### src/text_cell_rect_draw_engine_assert.svh
// Assertion macros shared by the draw engine modules.
`ifndef TEXT_CELL_RECT_DRAW_ENGINE_ASSERT_SVH
`define TEXT_CELL_RECT_DRAW_ENGINE_ASSERT_SVH

`ifndef NO_ASSERTIONS
`define TCR_ASSERT(label, prop) \
  label: assert property (@(posedge clk) disable iff (!rst_n) prop) \
    else $error("draw engine check failed");
`define TCR_ASSERT_IMPL(label, ante, cons) \
  label: assert property (@(posedge clk) disable iff (!rst_n) (ante) |-> (cons)) \
    else $error("draw engine check failed");
`else
`define TCR_ASSERT(label, prop)
`define TCR_ASSERT_IMPL(label, ante, cons)
`endif

`endif

### src/tcr_pkg.sv
package tcr_pkg;

  localparam int COORD_W = 9;

  localparam logic [7:0] GL_SPACE     = 8'h20;
  localparam logic [7:0] GL_HORIZ     = 8'hC4;
  localparam logic [7:0] GL_VERT      = 8'hB3;
  localparam logic [7:0] GL_TOP_LEFT  = 8'hDA;
  localparam logic [7:0] GL_TOP_RIGHT = 8'hBF;
  localparam logic [7:0] GL_BOT_LEFT  = 8'hC0;
  localparam logic [7:0] GL_BOT_RIGHT = 8'hD9;
  localparam logic [7:0] GL_BLOCK     = 8'hDB;
  localparam logic [7:0] GL_SHADE     = 8'hB0;
  localparam logic [7:0] ATTR_CURSOR  = 8'h0F;
  localparam logic [7:0] ATTR_SHADOW  = 8'h08;

  typedef enum logic [2:0] {
    CMD_CLEAR   = 3'd0,
    CMD_FILL    = 3'd1,
    CMD_OUTLINE = 3'd2,
    CMD_SHADOW  = 3'd3,
    CMD_PUT     = 3'd4,
    CMD_CURSOR  = 3'd5,
    CMD_READ    = 3'd6
  } cmd_code_t;

  typedef enum logic [2:0] {
    OP_NOP,
    OP_FILL,
    OP_OUTLINE,
    OP_SHADOW,
    OP_PUT,
    OP_READ
  } op_t;

  typedef struct packed {
    op_t        op;
    logic [7:0] x;
    logic [7:0] y;
    logic [7:0] w;
    logic [7:0] h;
    logic [7:0] attr;
    logic [7:0] glyph;
  } draw_cmd_t;

  typedef enum logic [3:0] {
    ST_CLEAR,
    ST_IDLE,
    ST_FILL,
    ST_TOP,
    ST_BOT,
    ST_LEFT,
    ST_RIGHT,
    ST_CORNER,
    ST_SHR,
    ST_SHB,
    ST_PUT,
    ST_READ,
    ST_RDATA,
    ST_DONE
  } back_state_t;

  function automatic logic [7:0] corner_glyph(input logic [1:0] k);
    logic [7:0] g;
    unique case (k)
      2'd0: g = GL_TOP_LEFT;
      2'd1: g = GL_TOP_RIGHT;
      2'd2: g = GL_BOT_LEFT;
      2'd3: g = GL_BOT_RIGHT;
      default: g = GL_TOP_LEFT;
    endcase
    return g;
  endfunction

endpackage

### src/tcr_front.sv
`include "text_cell_rect_draw_engine_assert.svh"

module tcr_front (
  input  logic               clk,
  input  logic               rst_n,
  input  logic               push,
  input  logic [2:0]         command,
  input  logic [7:0]         col_x,
  input  logic [7:0]         row_y,
  input  logic [7:0]         width,
  input  logic [7:0]         height,
  input  logic [3:0]         ink_color,
  input  logic [3:0]         paper_color,
  input  logic [7:0]         glyph,
  input  logic               visible,
  output logic               full,
  output logic               empty,
  output tcr_pkg::draw_cmd_t head,
  input  logic               pop
);

  import tcr_pkg::*;

  draw_cmd_t  mem_r [2];
  logic       wr_ptr_r, wr_ptr_nxt;
  logic       rd_ptr_r, rd_ptr_nxt;
  logic [1:0] cnt_r, cnt_nxt;
  draw_cmd_t  dec;
  logic       do_push, do_pop;

  always_comb begin
    dec       = '0;
    dec.x     = col_x;
    dec.y     = row_y;
    dec.w     = width;
    dec.h     = height;
    dec.attr  = {4'h0, ink_color};
    dec.glyph = GL_SPACE;
    unique case (cmd_code_t'(command))
      CMD_CLEAR:   dec.op = OP_FILL;
      CMD_FILL: begin
        dec.op   = OP_FILL;
        dec.attr = {ink_color, ink_color};
      end
      CMD_OUTLINE: dec.op = OP_OUTLINE;
      CMD_SHADOW:  dec.op = OP_SHADOW;
      CMD_PUT: begin
        dec.op    = OP_PUT;
        dec.glyph = glyph;
        dec.attr  = {paper_color, ink_color};
      end
      CMD_CURSOR: begin
        dec.op    = OP_PUT;
        dec.glyph = visible ? GL_BLOCK : GL_SPACE;
        dec.attr  = ATTR_CURSOR;
      end
      CMD_READ:    dec.op = OP_READ;
      default:     dec.op = OP_NOP;
    endcase
  end

  assign full    = (cnt_r == 2'd2);
  assign empty   = (cnt_r == 2'd0);
  assign head    = mem_r[rd_ptr_r];
  assign do_push = push && !full;
  assign do_pop  = pop && !empty;

  always_comb begin
    wr_ptr_nxt = do_push ? ~wr_ptr_r : wr_ptr_r;
    rd_ptr_nxt = do_pop ? ~rd_ptr_r : rd_ptr_r;
    cnt_nxt    = cnt_r + {1'b0, do_push} - {1'b0, do_pop};
  end

  always_ff @(posedge clk) begin
    if (!rst_n) begin
      wr_ptr_r <= 1'b0;
      rd_ptr_r <= 1'b0;
      cnt_r    <= 2'd0;
    end else begin
      wr_ptr_r <= wr_ptr_nxt;
      rd_ptr_r <= rd_ptr_nxt;
      cnt_r    <= cnt_nxt;
    end
  end

  always_ff @(posedge clk) begin
    if (do_push) begin
      mem_r[wr_ptr_r] <= dec;
    end
  end

  `TCR_ASSERT(a_cnt_grow, (do_push && !do_pop) |=> (cnt_r == $past(cnt_r) + 2'd1))

endmodule

### config.mk
export PLATFORM = sky130hd
export DESIGN_NAME = tcr_front
export DESIGN_NICKNAME = d
export VERILOG_FILES = /design/src/tcr_pkg.sv /design/src/tcr_front.sv
export VERILOG_INCLUDE_DIRS = /design/src /design/src/src
export SDC_FILE = /design/constraint.sdc
export NUM_CORES = 1
export LEC_CHECK = 0
export BUFFER_PORTS_ARGS = -buffer_cell sky130_fd_sc_hd__buf_2
export CAP_MARGIN = 5
export CORE_ASPECT_RATIO = 0.5
export CORE_UTILIZATION = 49
export CTS_BUF_LIST = sky130_fd_sc_hd__clkbuf_16
export CTS_CLUSTER_DIAMETER = 60
export DETAILED_ROUTE_END_ITERATION = 8
export PLACE_DENSITY = 0.74
export REMOVE_ABC_BUFFERS = 1
export SYNTH_ARGS = -nofsm -noshare
export SYNTH_HDL_FRONTEND = slang
export SYNTH_SLANG_ARGS = --single-unit
### constraint.sdc
create_clock -name clk -period 3.5 [get_ports clk]
set_input_delay 0.525 -clock clk [delete_from_list [all_inputs] [get_ports clk]]
set_output_delay 0.525 -clock clk [all_outputs]
set_load 0.03 [all_outputs]
Yosys cells after proc, flatten, opt, wreduce, memory -nomap -nowiden
Memory sizes are Yosys's and may differ from the RTL's. A register that Yosys moved wholly into a read port is not among the register bits. Index checks and enable logic that the tools add are counted.

Bits in writable memories: 102. Latch bits: 0. Word-level logic and storage cells: 31. Input port bits: 56. Bits in registers: 4. Memories kept: 1. Bits in read-only memories: 0.

Multipliers: 0. Reduce and logical (&&, ||, !) cells: 8. Bitwise logic cells: 2. Mux-type cells: 8. Eq/ne operators: 7. Magnitude comparators: 0. Div/mod/pow operators: 0. $add $sub $neg: 2. Shift operators: 0.

Memory list: mem_r (words 2, bits a word 51, rd ports 1, clocked after memory_dff 1, write ports 1, RTL line tcr_front.sv:24) `draw_cmd_t mem_r [2];`.

Operators with widths (count): $pmux 8 s3 (1); $pmux 8 s2 (1); $pmux 3 s5 (1); $eq 3x3->1 const B (3); $mux 8 (1); $eq 3x2->1 const B (2); $mux 1 (4); $reduce_or 2->1 (2); $eq 3x1->1 const B (1); $logic_not 3->1 (1); $add 2x1->2 (1); $eq 2x2->1 const B (1); $logic_and 1x1->1 (2); $logic_not 1->1 (2); $logic_not 2->1 (1); $not 1->1 (2); $sub 2x1->2 (1).

Depth between registers and ports, before layout
Word-level depth: 5. Gate-level depth with buffers: 8. Depth with buffers taken out: 8.

Worst setup path after synthesis
OpenSTA, ideal clock, no wires.

Kind: input -> register. From: input port push. To: memory mem_r[0][0] in the netlist's numbering (enable). Data required time: 3.040 ns. Setup slack: 0.282 ns. Stages on the path: 2. Buffers on the path: 0. Data arrival time: 2.758 ns. Cells stage by stage: nand2_1 nor2_1.

Cells in the longest elaborated chain, start to end: 3.

RTL lines: start, declared (RTL line tcr_front.sv:6) `input logic push,`; $logic_and 1x1->1 (RTL line tcr_front.sv:65) `assign do_push = push && !full;`; $mux 1 (RTL line tcr_front.sv:87) `if (do_push) begin`; $mux 1 (not written as such) (RTL line tcr_front.sv:88) `mem_r[wr_ptr_r] <= dec;`; end, declared (RTL line tcr_front.sv:24).

No other way between the ends.

==> flow_metrics.py <==
metrics = {
    "status": {
        "status": "complete, no violations",
    },
    "synthesis": {
        "synth_compound_area_frac": 0.01821,
        "synth_area_leader_cell": "edfxtp_1",
        "ys_dominant_reg_cell": "edfxtp_1",
        "syn_inst": 225,
        "syn-cell-area_um2": 4398,
        "synth_edf_count": 102,
        "yosys.area_share.adder": 0.005690,
        "synth-xor-area-share": 0.005974,
        "synth-seq-area-share": 0.7192,
        "syn_avg_cell_area_um2": 19.55,
        "synth_seq_cells": 107,
        "postSynth.asyncResetShare": 0,
        "synth_top_family_by_area": "multiplexers",
        "yosysWarnings": 0,
        "synthMuxAreaShare": 0.1755,
        "netlist.area_leader.share": 0.6964,
        "yosys.area_share.simple": 0.04523,
        "synth_cell_types": 26,
        "synthTopCellsByArea": "edfxtp_1, mux2_4, buf_12",
    },
    "floorplanning": {
        "core-area_um2": 8346,
        "die_area_um2": 9381,
        "die_w_um": 136.0,
        "die_h_um": 68.99,
        "core.rowCount": 23,
        "num_io_pins": 109,
        "start_util": 0.5270,
    },
    "timing": {
        "setup_ws_ns": 1.063,
        "min_period_ns": 2.437,
        "clock_skew_ns": 0.004828,
        "hold_viol_final": 0,
        "worstMarginPinSlew_ns": 0.9506,
        "finalCritPeriodShare": 0.6963,
        "grt_setup_unrepaired": "no",
        "final-setup-viol-count": 0,
        "fin_setup_tns_ns": 0,
        "slew_headroom": 0.3663,
        "max_freq_mhz": 410.3,
        "maxSlewViolCount": 0,
    },
    "pwr": {
        "powerDensity_nw_per_um2": 776.8,
        "vdd_drop_max_v": 0.0005305,
        "cellLeakagePower_nw": 2.099,
    },
    "grt": {
        "grtUsageTotal": 0.1640,
        "first_global_vias": 2301,
        "antenna_found_initial": 0,
        "grt_max_degree": 52,
        "grt-ovfl-total": 0,
        "grt_pass1_wl_um": 10970,
    },
    "final_layout": {
        "mostFrequentLayoutCells": "buf_2, edfxtp_1, mux2_4",
        "regArea_um2": 3167,
        "final_common_cell": "buf_2",
        "nNetsFinal": 396,
        "area_delta_synth_final_pct": 19.26,
        "drive_gt1_frac": 0.5160,
        "multi_input_area_um2": 1111,
        "fillCellCount": 637,
        "antennaDiodeCount": 0,
    },
    "setup_path": {
        "critical_path.endpoint_type": "primary output",
        "r2r_start": "cnt_r[0]",
        "r2r_end": "mem_r[1][28]",
        "reg2reg_slack_ns": 1.52,
        "start_kind": "flop",
        "crit_type": "reg -> out",
        "cp_max_fo": 51,
        "cp.arrival_ns": 1.91,
        "cp.required_ns": 2.97,
        "r2r_cells": 3,
    },
    "worst_hold_path": {
        "min-delay-start": "col_x[4]",
        "min_path_cells": 1,
        "min_to": "mem_r[0][44]",
        "min_path_type": "in -> reg",
    },
    "detailed_routing": {
        "final_antenna_net_count": 0,
        "drc_errors": 0,
        "dr.pass1.iters": 4,
        "wirelength_um": 7308,
        "drt_iter0_markers": 67,
        "num_vias": 2231,
        "viasPerCell": 4.903,
        "routedWlPerCell_um": 16.06,
    },
    "run": {
        "max_cap_viol_count": 0,
    },
    "placed_design": {
        "gp_congestion": 0.6868,
        "port_buffers": 108,
        "dpl.hpwl_um": 4987,
        "post-place-ws_ns": 1.383,
    },
    "clock_network": {
        "cts_sinks": 107,
        "post_cts_buffers": 0,
        "htree_levels": 3,
        "tritoncts": "yes",
        "clk_latency_ns": 0.34,
        "numCtsBuffers": 9,
        "cts.path.max_buffers": 2,
        "postCtsHoldBufs": 0,
        "cts.clk_slew.worst_paths_ns": 0.07,
        "root_buffer": "clkbuf_16",
        "cts_resized": 0,
    },
}
[stage by stage]
stage	util	cells	power (mW)	hold slack [ns]	instance area, µm²
2_1_floorplan	-	217	2.909	0.4549	4277
3_3_place_gp	0.5973	439	3.196	0.4937	4985
3_5_place_dp	0.5973	439	3.245	0.5117	4985
4_1_cts	0.6285	455	4.120	0.3590	5245
5_1_grt	0.6285	455	4.254	0.3594	5245
6_report	0.6285	455	4.074	0.3690	5245
[flip-flops by register name (all words and copies together), names as in the netlist, named ones only]
name	cells
cnt_r	2
mem_r	102
rd_ptr_r	1
wr_ptr_r	1
[critical path, cell delays in order, from the launching register on]
cell and delay (ns):
dfxtp_4 0.97, mux2_2 0.42, buf_2 0.18
[power breakdown]
group	internal, mW	total [mW]	switching, mW	leakage (nW)
Sequential	1.66	1.84	0.181	0.998
Combinational	0.579	1.35	0.774	0.969
Clock	0.472	0.882	0.410	0.131
[logic make-up after synthesis]
logic type	after synthesis
buffers and inverters	11
AND/OR/NAND/NOR	37
adder cells (fa/ha/maj)	2
multiplexers	52
AO/OA/AOI/OAI	13
flip-flops	107
XOR/XNOR	3
[routing by layer]
layer	vias up	track usage	part of all wire
li1	1083	-	-
met1	1082	0.1841	0.42
met2	55	0.2953	0.53
met3	11	0.04898	0.045
met4	0	0.07917	0.014
met5	-	0	0
[layout make-up]
class,instances,area share
inverter,3,0.002147
multi-input combinational,107,0.2118
timing repair buffer,110,0.1059
clock buffer,9,0.04294
tap,112,0.02672
sequential,107,0.6038
clock inverter,7,0.006679
[synthesized netlist by cell type, drive strengths merged (2+ instances only)]
| cell | count |
|---|---|
| inv | 3 |
| nand2 | 5 |
| nor2 | 9 |
| nand2b | 13 |
| ha | 2 |
| a22oi | 4 |
| and2 | 2 |
| dfxtp | 5 |
| buf | 8 |
| xnor2 | 2 |
| edfxtp | 102 |
| a21oi | 6 |
| mux2 | 51 |
| nor2b | 4 |
[worst max path at each step]
stage / slack [ns] / end / cells after the start
floorplan: 0.28 / mem_r[0][0] / 2
global placement: 1.40 / head[50] / 2
detailed placement: 1.38 / head[50] / 2
CTS: 1.01 / head[50] / 2
global route: 0.96 / head[50] / 2
finish: 1.06 / head[50] / 2
(Power assumes the default switching activity.)
